<file path="config.mk">
export PLATFORM = sky130hd
export DESIGN_NAME = rsr_fifo
export DESIGN_NICKNAME = d
export VERILOG_FILES = /design/src/hdl/rsr_pkg.sv /design/src/hdl/rsr_fifo.sv
export SDC_FILE = /design/constraint.sdc
export NUM_CORES = 1
export LEC_CHECK = 0
export BUFFER_PORTS_ARGS = -buffer_cell sky130_fd_sc_hd__buf_2
export CORE_UTILIZATION = 44
export DETAILED_ROUTE_END_ITERATION = 8
export MAX_ROUTING_LAYER = met4
export PLACE_DENSITY = 0.82
export SYNTH_ARGS = -nofsm -noshare
export SYNTH_HDL_FRONTEND = slang
export SYNTH_SLANG_ARGS = --single-unit
</file>
<file path="constraint.sdc">
create_clock -name clk -period 1.1 [get_ports clk]
set_input_delay 0.22 -clock clk [delete_from_list [all_inputs] [get_ports clk]]
set_output_delay 0.22 -clock clk [all_outputs]
set_load 0.05 [all_outputs]
</file>
<file path="src/hdl/rsr_pkg.sv">
// shared types, constants and helpers for request segmentation and reassembly
package rsr_pkg;

	localparam int ADDR_W        = 34;
	localparam int TAG_W         = 9;
	localparam int SIZE_W        = 9;
	localparam int FLIT_W        = 5;
	localparam int CNT_W         = 4;
	localparam int LG_W          = 4;
	localparam int VAULT_OUT_W   = 5;
	localparam int VAULT_COUNT   = 32;
	localparam int VAULT_W       = $clog2(VAULT_COUNT);
	localparam int MAX_REQ_BYTES = 256;
	localparam int QUEUE_DEPTH   = 2;

	localparam logic [LG_W-1:0] BLK_LG_RESET = 4'd6;
	localparam logic [LG_W-1:0] BLK_LG_MIN   = 4'd5;
	localparam logic [LG_W-1:0] BLK_LG_MAX   = 4'd8;

	localparam logic OP_DOWN = 1'b0;
	localparam logic OP_UP   = 1'b1;
	localparam logic DIR_VAULT = 1'b0;
	localparam logic DIR_LINK  = 1'b1;

	typedef struct packed {
		logic              opcode;
		logic [ADDR_W-1:0] address;
		logic [SIZE_W-1:0] size_bytes;
		logic [TAG_W-1:0]  tag;
		logic [FLIT_W-1:0] flits;
		logic              is_segment;
		logic              first_segment;
	} rsr_in_t;

	typedef struct packed {
		logic                   direction;
		logic [VAULT_OUT_W-1:0] vault;
		logic [ADDR_W-1:0]      out_address;
		logic [TAG_W-1:0]       out_tag;
		logic [FLIT_W-1:0]      out_flits;
		logic                   out_segment;
		logic                   out_first;
		logic                   last;
		logic                   error;
	} rsr_out_t;

	typedef enum logic [1:0] {
		K_PASS_DOWN,
		K_SPLIT,
		K_PASS_UP,
		K_SEGMENT
	} rsr_kind_t;

	// classified request as it waits between front and back
	typedef struct packed {
		rsr_kind_t         kind;
		logic [ADDR_W-1:0] address;
		logic [TAG_W-1:0]  tag;
		logic [FLIT_W-1:0] flits;
		logic              first_segment;
		logic [CNT_W-1:0]  seg_cnt;
		logic [FLIT_W-1:0] seg_flits;
	} rsr_item_t;

	typedef enum logic [2:0] {
		B_CLEAR,
		B_IDLE,
		B_LOOKUP,
		B_EXEC,
		B_EMIT
	} rsr_back_state_t;

	typedef struct packed {
		logic             active;
		logic [CNT_W-1:0] pending;
	} rsr_tag_state_t;

	typedef struct packed {
		logic [FLIT_W-1:0] flits;
		logic [ADDR_W-1:0] address;
	} rsr_merge_t;

	typedef struct packed {
		logic              dir;
		logic [ADDR_W-1:0] addr;
		logic [TAG_W-1:0]  tag;
		logic [FLIT_W-1:0] flits;
		logic              seg;
		logic              first;
		logic              err;
		logic [CNT_W-1:0]  left;
	} rsr_emit_t;

	// out-of-range register values are pinned to the supported block sizes
	function automatic logic [LG_W-1:0] blk_lg(input logic [LG_W-1:0] raw);
		logic [LG_W-1:0] r;
		r = raw;
		if (raw < BLK_LG_MIN)
			r = BLK_LG_MIN;
		else if (raw > BLK_LG_MAX)
			r = BLK_LG_MAX;
		return r;
	endfunction

endpackage

</file>
<file path="src/hdl/rsr_fifo.sv">
// short queue between the front and the back
module rsr_fifo #(
	parameter int WIDTH = 8
) (
	input  logic             clk,
	input  logic             arst_n,
	input  logic             push,
	input  logic [WIDTH-1:0] wdata,
	output logic             full,
	output logic             valid,
	input  logic             pop,
	output logic [WIDTH-1:0] rdata
);
	import rsr_pkg::*;

	localparam int PTR_W = $clog2(QUEUE_DEPTH);

	logic [WIDTH-1:0] mem_q [QUEUE_DEPTH];
	logic [PTR_W-1:0] wr_ptr_q;
	logic [PTR_W-1:0] rd_ptr_q;
	logic [PTR_W:0]   cnt_q;

	assign valid = cnt_q != '0;
	assign full  = cnt_q == (PTR_W+1)'(QUEUE_DEPTH);
	assign rdata = mem_q[rd_ptr_q];

	always_ff @(posedge clk or negedge arst_n) begin
		if (!arst_n) begin
			wr_ptr_q <= '0;
			rd_ptr_q <= '0;
			cnt_q    <= '0;
		end else begin
			if (push)
				wr_ptr_q <= (wr_ptr_q == PTR_W'(QUEUE_DEPTH - 1)) ? '0 : wr_ptr_q + PTR_W'(1);
			if (pop)
				rd_ptr_q <= (rd_ptr_q == PTR_W'(QUEUE_DEPTH - 1)) ? '0 : rd_ptr_q + PTR_W'(1);
			if (push && !pop)
				cnt_q <= cnt_q + (PTR_W+1)'(1);
			else if (pop && !push)
				cnt_q <= cnt_q - (PTR_W+1)'(1);
		end
	end

	always_ff @(posedge clk) begin
		if (push) begin
			mem_q[wr_ptr_q] <= wdata;
		end
	end

endmodule

</file>
==> run_results.csv <==
group,metric,value,unit
timing,slew_viol_final,0,
setup_path,critPathLaunchType,"register",
routing,drc_errors,1,
routing,vias,442,
layout,layout.cells.non_filler,91,
synth,synth_compound_area_frac,0,
place,portBuffers,21,
synth,netlist_instances,41,
setup_path,endpoint_kind,"output pin",
power_and_ir_drop,power-per-cell-area,3000,nW/um^2
synth,ys_seq_area_frac,0.751,
clock_tree,h-tree-depth,1,
power_and_ir_drop,leakagePower,0.000462,uW
timing,setup_violations,10,
synth,synthTopCellsByCount,"edfxtp_1, mux2_2, dfrtp_1, xor2_1",
setup_path,cp_max_fo,5,
floorplan,start_util,0.490,
floorplan,row_count,14,
synth,synth_area_leaders,"edfxtp_1, dfrtp_1, mux2_2",
grt,grt_pass1_wl,1990,um
grt,grt_pass1_vias,443,
clock_tree,cts.clk_slew.worst_paths,0.10,ns
setup_path,cp.required,0.88,ns
grt,antenna_found_initial,0,
timing,finalCritPeriodShare,1.39,
setup_path,path_class,"reg -> out",
timing,min_period,1.53,ns
hold_path,min_path_type,"in -> reg",
place,dp.cells,83,
routing,totalWireLength,1300,um
routing,dr_wl_met3,84,um
synth,synth_edf_count,16,
layout,areaGrowthSynthToFinish,41.3,%
routing,viasPerCell,4.86,
outcome,violations,"design-rule violations, negative setup slack",
synth,muxShareOfSynthArea,0.117,
timing,fin_ws,-0.429,ns
synth,synth_fa_ha_area_frac,0.0162,
routing,ant_nets,0,
clock_tree,clock_sinks,20,
synth,netlist.area_leader.share,0.621,
timing,tightest_slew,0.129,ns
routing,wl_met2,731,um
power_and_ir_drop,peakVddDrop,1.72,mV
floorplan,core_area,1580,um^2
synth,synth_top_family_by_area,"multiplexers",
layout,layout.nets,89,
timing,fin_setup_tns,-3.66,ns
clock_tree,cts_root_buf,"clkbuf_4",
synth,synth_seq_cells,20,
routing,drt_iter0_drc,1,
routing,drt_first_pass_iters,5,
grt,overflow,0,
setup_path,critPathCapture,"rdata[0]",
timing,hold_viol,0,
floorplan,die_area,1930,um^2
setup_path,crit-reg2reg-launch,"rd_ptr_q",
grt,grt_max_degree,12,
synth,syn_area,773,um^2
routing,maxUsedRoutingLayer,"met4",
run,drv_cap,0,
synth,synth.distinct_cells,13,
floorplan,die_x,43.9,um
synth,synth-xor-area-share,0.0566,
clock_tree,clockBufferDepth,2,
setup_path,r2r.worst_path.cells,4,
layout,fill_cells,109,
setup_path,r2r_setup_slack,0.05,ns
timing,relSlewSlack,0.914,
setup_path,reg2reg_to,"rd_ptr_q",
routing,wl_per_cell,14.3,um
layout,drive_gt1_frac,0.613,
timing,skew,0.000196,ns
synth,yosys.area_share.simple,0.0405,
clock_tree,clock_latency,0.29,ns
routing,drt-met1-wl,472,um
setup_path,cp-startpoint,"rd_ptr_q",
synth,synth-main-ff-cell,"edfxtp_1",
layout,antennaDiodeCount,0,
setup_path,arrival,1.31,ns
floorplan,chipHeight,43.9,um
timing,fmax,654,MHz
grt,grtUsageTotal,0.163,
synth,ys_warn_count,0,
outcome,outcome,"finished, violations left",
timing,rsz0062_at_grt,"yes",
synth,avgSynthCellArea,18.9,um^2
synth,yosysTopAreaCell,"edfxtp_1",
synth,synthArstFlopShare,0.200,
synth,synth.most_common_cell,"edfxtp_1",
clock_tree,cts_buffers,3,
clock_tree,cts_tree,"yes",
floorplan,ios,22,
synth,synth_nets,54,
place,gp_congestion,0.657,
critical path, stage by stage, from the launching register on:
cell	delay [ns]
dfrtp_2	0.43
buf_6	0.13
mux2_4	0.30
buf_8	0.15
registers in the layout, summed over array words and instances, names as in the netlist:
name	count
mem_q	16
cnt_q	2
rd_ptr_q	1
wr_ptr_q	1
timing repair:
item	CTS	global route
hold buffers	1	0
gates resized for setup	27	2
setup buffers	2	1
pin swaps	1	0
endpoints found under the hold margin	4	0
setup endpoints to repair	10	10
layout make-up:
class / count / area [um^2] / share of cell area
Clock buffer: 4 / 36.3 / 0.0332
Inverter: 1 / 3.75 / 0.00344
Multi-Input combinational cell: 19 / 186 / 0.171
Sequential cell: 20 / 582 / 0.533
Tap cell: 16 / 20.0 / 0.0183
Timing Repair Buffer: 31 / 264 / 0.242
cells in the final DEF, fill, tap and decap left out, drive strengths merged:
cell type	count
xor2	4
buf	30
dlygate4sd3	1
inv	1
ha	1
xnor2	1
nor2	1
dfrtp	4
edfxtp	16
mux2	8
clkbuf	4
nor2b	1
and2b	1
and2	1
or2	1
where the power goes:
| part | switching, uW | internal [uW] |
|---|---|---|
| sequential | 85.1 | 1030 |
| clock | 204 | 201 |
| combinational | 948 | 801 |
routing by layer:
layer	vias up	GRT usage
li1	217	-
met1	208	0.164
met2	15	0.281
met3	2	0.0458
met4	0	0.0909
met5	-	-
kinds of logic after synthesis:
logic type               Yosys count
buffers and inverters              2
adder cells (fa/ha/maj)            1
XOR/XNOR                           5
flip-flops                        20
multiplexers                       8
AND/OR/NAND/NOR                    5
how the worst min path moves through the flow:
stage          startpoint     endpoint  slack (ns)  cells after the start
2_1_floorplan      arst_n     cnt_q[0]       -0.08                      0
3_3_place_gp       arst_n     cnt_q[0]        0.03                      1
3_5_place_dp       arst_n     cnt_q[0]        0.04                      1
4_1_cts          wdata[2]  mem_q[0][2]        0.10                      1
5_1_grt          wdata[6]  mem_q[0][6]        0.09                      1
6_report              pop     rd_ptr_q        0.11                      2
through the flow:
stage / area [um^2] / total power, uW / utilization / worst slack, ns / hold slack [ns]
5_1_grt: 1090 / 3430 / 0.693 / -0.472 / 0.0895
2_1_floorplan: 776 / 2120 / - / -0.0204 / -0.0756
4_1_cts: 1080 / 3230 / 0.683 / -0.417 / 0.102
3_5_place_dp: 935 / 2440 / 0.593 / -0.243 / 0.0369
6_report: 1090 / 3270 / 0.693 / -0.429 / 0.111
3_3_place_gp: 935 / 2420 / 0.593 / -0.248 / 0.0295
Note: power is estimated with default switching activity, not from simulation.
