[src/hdl/rsr_pkg.sv]
// shared types, constants and helpers for request segmentation and reassembly
package rsr_pkg;

	localparam int ADDR_W        = 34;
	localparam int TAG_W         = 9;
	localparam int SIZE_W        = 9;
	localparam int FLIT_W        = 5;
	localparam int CNT_W         = 4;
	localparam int LG_W          = 4;
	localparam int VAULT_OUT_W   = 5;
	localparam int VAULT_COUNT   = 32;
	localparam int VAULT_W       = $clog2(VAULT_COUNT);
	localparam int MAX_REQ_BYTES = 256;
	localparam int QUEUE_DEPTH   = 2;

	localparam logic [LG_W-1:0] BLK_LG_RESET = 4'd6;
	localparam logic [LG_W-1:0] BLK_LG_MIN   = 4'd5;
	localparam logic [LG_W-1:0] BLK_LG_MAX   = 4'd8;

	localparam logic OP_DOWN = 1'b0;
	localparam logic OP_UP   = 1'b1;
	localparam logic DIR_VAULT = 1'b0;
	localparam logic DIR_LINK  = 1'b1;

	typedef struct packed {
		logic              opcode;
		logic [ADDR_W-1:0] address;
		logic [SIZE_W-1:0] size_bytes;
		logic [TAG_W-1:0]  tag;
		logic [FLIT_W-1:0] flits;
		logic              is_segment;
		logic              first_segment;
	} rsr_in_t;

	typedef struct packed {
		logic                   direction;
		logic [VAULT_OUT_W-1:0] vault;
		logic [ADDR_W-1:0]      out_address;
		logic [TAG_W-1:0]       out_tag;
		logic [FLIT_W-1:0]      out_flits;
		logic                   out_segment;
		logic                   out_first;
		logic                   last;
		logic                   error;
	} rsr_out_t;

	typedef enum logic [1:0] {
		K_PASS_DOWN,
		K_SPLIT,
		K_PASS_UP,
		K_SEGMENT
	} rsr_kind_t;

	// classified request as it waits between front and back
	typedef struct packed {
		rsr_kind_t         kind;
		logic [ADDR_W-1:0] address;
		logic [TAG_W-1:0]  tag;
		logic [FLIT_W-1:0] flits;
		logic              first_segment;
		logic [CNT_W-1:0]  seg_cnt;
		logic [FLIT_W-1:0] seg_flits;
	} rsr_item_t;

	typedef enum logic [2:0] {
		B_CLEAR,
		B_IDLE,
		B_LOOKUP,
		B_EXEC,
		B_EMIT
	} rsr_back_state_t;

	typedef struct packed {
		logic             active;
		logic [CNT_W-1:0] pending;
	} rsr_tag_state_t;

	typedef struct packed {
		logic [FLIT_W-1:0] flits;
		logic [ADDR_W-1:0] address;
	} rsr_merge_t;

	typedef struct packed {
		logic              dir;
		logic [ADDR_W-1:0] addr;
		logic [TAG_W-1:0]  tag;
		logic [FLIT_W-1:0] flits;
		logic              seg;
		logic              first;
		logic              err;
		logic [CNT_W-1:0]  left;
	} rsr_emit_t;

	// out-of-range register values are pinned to the supported block sizes
	function automatic logic [LG_W-1:0] blk_lg(input logic [LG_W-1:0] raw);
		logic [LG_W-1:0] r;
		r = raw;
		if (raw < BLK_LG_MIN)
			r = BLK_LG_MIN;
		else if (raw > BLK_LG_MAX)
			r = BLK_LG_MAX;
		return r;
	endfunction

endpackage

[src/hdl/rsr_front.sv]
// front part: takes requests, reduces the tag, classifies and sizes the split
module rsr_front #(
	parameter int TAG_ENTRIES = 512,
	parameter int IDX_W       = 9
) (
	input  logic                       clk,
	input  logic                       arst_n,
	input  logic                       item_valid,
	output logic                       item_stall,
	input  rsr_pkg::rsr_in_t           item,
	input  logic [rsr_pkg::LG_W-1:0]   lg,
	input  logic                       clearing,
	input  logic                       q_full,
	output logic                       q_push,
	output rsr_pkg::rsr_item_t         q_item,
	output logic [IDX_W-1:0]           q_idx
);
	import rsr_pkg::*;

	localparam int MOD_W = 17;

	rsr_in_t           item_s1;
	logic              valid_s1;
	logic              accept;
	logic [MOD_W-1:0]  rem;
	logic [SIZE_W-1:0] blk;
	logic [SIZE_W-1:0] size_c;
	logic [SIZE_W:0]   nsum;
	logic              split;

	assign item_stall = clearing || (valid_s1 && q_full);
	assign accept     = item_valid && !item_stall;
	assign q_push     = valid_s1 && !q_full;

	always_ff @(posedge clk or negedge arst_n) begin
		if (!arst_n) begin
			valid_s1 <= 1'b0;
		end else if (accept) begin
			valid_s1 <= 1'b1;
		end else if (q_push) begin
			valid_s1 <= 1'b0;
		end
	end

	always_ff @(posedge clk) begin
		if (accept) begin
			item_s1 <= item;
		end
	end

	// tag mod entry count by restoring subtraction, correct while the quotient stays below 32
	always_comb begin
		rem = MOD_W'(item_s1.tag);
		for (int k = 4; k >= 0; k--) begin
			if (rem >= (MOD_W'(TAG_ENTRIES) << k))
				rem = rem - (MOD_W'(TAG_ENTRIES) << k);
		end
	end

	assign q_idx = rem[IDX_W-1:0];

	always_comb begin
		blk    = SIZE_W'(1) << lg;
		size_c = (item_s1.size_bytes > SIZE_W'(MAX_REQ_BYTES)) ?
			SIZE_W'(MAX_REQ_BYTES) : item_s1.size_bytes;
		split  = size_c > blk;
		nsum   = (SIZE_W+1)'(size_c) + (SIZE_W+1)'(blk) - (SIZE_W+1)'(1);

		q_item.address       = item_s1.address;
		q_item.tag           = item_s1.tag;
		q_item.flits         = item_s1.flits;
		q_item.first_segment = item_s1.first_segment;
		q_item.seg_cnt       = CNT_W'(nsum >> lg);
		q_item.seg_flits     = (item_s1.flits > FLIT_W'(1)) ?
			FLIT_W'(FLIT_W'(1) + FLIT_W'(blk >> 4)) : item_s1.flits;

		if (item_s1.opcode == OP_DOWN)
			q_item.kind = split ? K_SPLIT : K_PASS_DOWN;
		else
			q_item.kind = item_s1.is_segment ? K_SEGMENT : K_PASS_UP;
	end

endmodule

[config.mk]
export PLATFORM = sky130hd
export DESIGN_NAME = rsr_front
export DESIGN_NICKNAME = d
export VERILOG_FILES = /design/src/hdl/rsr_pkg.sv /design/src/hdl/rsr_front.sv
export SDC_FILE = /design/constraint.sdc
export NUM_CORES = 1
export LEC_CHECK = 0
export ABC_AREA = 1
export BUFFER_PORTS_ARGS = -buffer_cell sky130_fd_sc_hd__clkbuf_2
export CORE_ASPECT_RATIO = 0.5
export CORE_MARGIN = 8
export CORE_UTILIZATION = 53
export CTS_BUF_LIST = sky130_fd_sc_hd__clkbuf_16
export DETAILED_ROUTE_END_ITERATION = 12
export PLACE_DENSITY = 0.93
export SYNTH_ARGS = -nofsm -noshare
export SYNTH_HDL_FRONTEND = slang
export SYNTH_SLANG_ARGS = --single-unit
[constraint.sdc]
create_clock -name clk -period 9.4 [get_ports clk]
set_input_delay 0.94 -clock clk [delete_from_list [all_inputs] [get_ports clk]]
set_output_delay 0.94 -clock clk [all_outputs]
set_load 0.01 [all_outputs]
==> flow_summary.yaml <==
yosys:
  synth_area_leaders: "edfxtp_1 50%, buf_4 12%, ha_1 9.0%"
  synthesis.area_per_instance_um2: 9.968
  synth_flop_cell: "edfxtp_1"
  synth_top_area_cell: "edfxtp_1"
  async_flop_share_pct: 1.639
  synth_enable_flop_cells: 60
  yosys.area.top_type_share_pct: 49.79
  ys_types: 32
  synth_cells: 363
  yosysWarnings: 0
  syn_area_mm2: 0.003618
  synth_seq_cells: 61
  syn_nets: 459
  yosysSeqAreaShare_pct: 50.48
worst_setup_path:
  worstSetupPathType: "in -> out"
  required_ns: 8.46
  critical_path.slowest_cell: "fa_1"
  end_kind: "output pin"
  rrSetupSlack_ns: 7.42
  max_stage_delay_ns: 0.39
  cp_cell_sequence: "clkbuf_2 > inv_2 > nor2_1 > nand2_1 > ha_1 > ha_1 > inv_1 > fa_1 > inv_1 > nand2_1 > nand3_2 > nand3_1 > nand2_1 > nand2_1 > nand2_1 > nand2_1 > nand2_1 > inv_1 > nand2_1 > inv_1 > nor2_1 > clkbuf_2"
  start_kind: "input port"
  worst-path-max-fanout: 10
  critical_path_arrival_ns: 3.61
  path_common_cell: "nand2_1"
cts:
  cts_sinks: 61
  clk_latency_ns: 0.31
  clk_pin_slew_ns: 0.05
  hold_buffers: 0
  clock-root-buffer: "clkbuf_16"
  htree_levels: 3
  cts_buffers: 9
  cts_resized: 0
  cts_setup_buffers: 0
  cts_buffer_depth: 2
  cts_tree: "done"
routing:
  via_per_inst: 4.755
  drtIter0Drc: 150
  drtPass1Iterations: 4
  drc: 0
  wl_um: 7954
  num_vias: 2601
  ant_nets: 0
  avgRoutedWirePerCell_um: 14.54
pwr:
  intPower_uw: 529.0
  power_frac_comb_pct: 16.2
  power_density_mw_per_mm2: 166.3
  p_sw_share_pct: 24.63
  power_uw: 701.9
  leakage_uw: 0.002152
  peakVddDrop_mv: 0.2131
  pwr-share-seq_pct: 45.3
  clkPwrFrac_pct: 38.4
  power_switching_uw: 172.9
global_route:
  grt_overflow_total: 0
  grt_pass1_vias: 2693
  grt_pass1_wl_um: 12620
  grt_max_degree: 36
  grtUsageTotal_pct: 16.13
  antenna_found_initial: 0
place:
  preCtsSetupSlack_ns: 4.867
  portBuffers: 139
  dp.final_hpwl_um: 6672
  gp_congestion: 0.9006
finish:
  fillers: 578
  syn_to_final_growth_pct: 16.67
  antennaDiodeCount: 0
  drive_gt1_share_pct: 36.92
  fin_nets: 548
timing:
  max_freq_mhz: 219.9
  tns_ns: 0
  finalHoldViolations: 0
  setup_viol: 0
  period_needed_ns: 4.547
  worst_pin_slew_ns: 0.8107
  fin_worst_skew_ns: 0.002672
  min_period_over_period_pct: 48.37
  setup_ws_ns: 4.853
  slew_violations: 0
  max-slew-margin-rel_pct: 45.45
  rsz0062_at_grt: "no"
floorplan:
  die_y_um: 74.43
  die_w_um: 132.9
  start_util_pct: 54.43
  io_pins: 140
  die-area_mm2: 0.009887
  core_mm2: 0.006648
  row_count: 21
job:
  cap_violations: 0
hold_path:
  min_path_type: "in -> async"
outcome:
  status: "completed"
worst max-delay path, delay by kind of cell:
kind,cells,cell delay (ns)
buf+inv,7,0.68
fa+ha+maj,3,0.89
simple gates,12,1.08
through the flow:
| stage | instances | cell area (µm²) | hold WS, ns | util, % |
|---|---|---|---|---|
| global placement | 533 | 3975 | 0.4969 | 59.80 |
| global route | 547 | 4222 | 0.3943 | 63.50 |
| detailed placement | 533 | 3975 | 0.5031 | 59.80 |
| finish | 547 | 4222 | 0.4043 | 63.50 |
| CTS | 547 | 4222 | 0.3969 | 63.50 |
| floorplan | 363 | 3618 | 0.4707 | - |
routing by layer:
layer	global-route usage, %	vias to the layer above	part of all wire, %	wire length, µm
li1	-	1305	-	-
met1	15.60	1197	37	2916
met2	30.57	86	53	4195
met3	6.604	13	8.8	699
met4	6.983	0	1.8	142
met5	0	-	0	0
flip-flops by register name (all words and copies together) (netlist names):
name,count
item_s1,11
q_item,40
q_idx,9
valid_s1,1
logic make-up after synthesis:
group	after synthesis	share of synthesized area, %
compound gates	23	3.597
buf+inv	116	18.64
xor+xnor	1	0.2421
simple gates	135	17.50
flops	61	50.48
fa+ha+maj	27	9.544
synthesized netlist by cell type, types with 2 or more instances:
cell type and count:
nand2_1 72, edfxtp_1 60, buf_4 59, inv_1 51, ha_1 26, nand3_1 25, nor2_1 17, a21oi_1 11
nand3_2 7, o21ai_0 6, nand2_2 3, nor4_1 3, buf_6 2, inv_2 2, nand2_4 2
power groups by stage:
stage	clock (µW)	combinational (µW)	sequential, µW
floorplan	0	84.5	323
global placement	0	111	322
detailed placement	0	114	323
CTS	275	115	318
global route	286	129	319
finish	270	114	318
layout make-up:
class                      instances  area (µm²)  area share (%)
multi-input combinational        186        1125           26.64
inverter                          54       205.2           4.861
tap                               92       115.1           2.727
clock inverter                     5       21.27          0.5039
sequential                        61        1827           43.27
clock buffer                       9       225.2           5.335
timing repair buffer             140       703.2           16.66
final timing paths:
check                                      from               endpoint  cells past startpoint
setup / recovery                          lg[0]              q_item[8]                     22
hold / removal                           arst_n   valid_s1$_DFFE_PN0P_                      1
min in group clk           valid_s1$_DFFE_PN0P_   valid_s1$_DFFE_PN0P_                      2
max in group asynchronous                arst_n   valid_s1$_DFFE_PN0P_                      1
hold reg to reg            valid_s1$_DFFE_PN0P_   valid_s1$_DFFE_PN0P_                      2
setup reg to reg           valid_s1$_DFFE_PN0P_  item_s1[21]$_DFFE_PP_                      4
placed cells by master (no fill, tap or decap), types with 2 or more instances in the layout:
cell type  synthesis  layout
nor2_1            17      16
ha_1              26      26
edfxtp_1          60      60
inv_2              2       2
nor2_4             1       2
clkinv_2           0       2
nand3_1           25      25
clkbuf_2           0     139
clkinv_1           0       2
o21ai_0            6       6
nand2_1           72      72
nor4_1             3       3
clkbuf_16          0       9
nand2_2            3       3
nand3_2            7       7
a21oi_1           11      11
inv_1             51      52
nand2_4            2       2
Power figures use the tool's default switching activity.
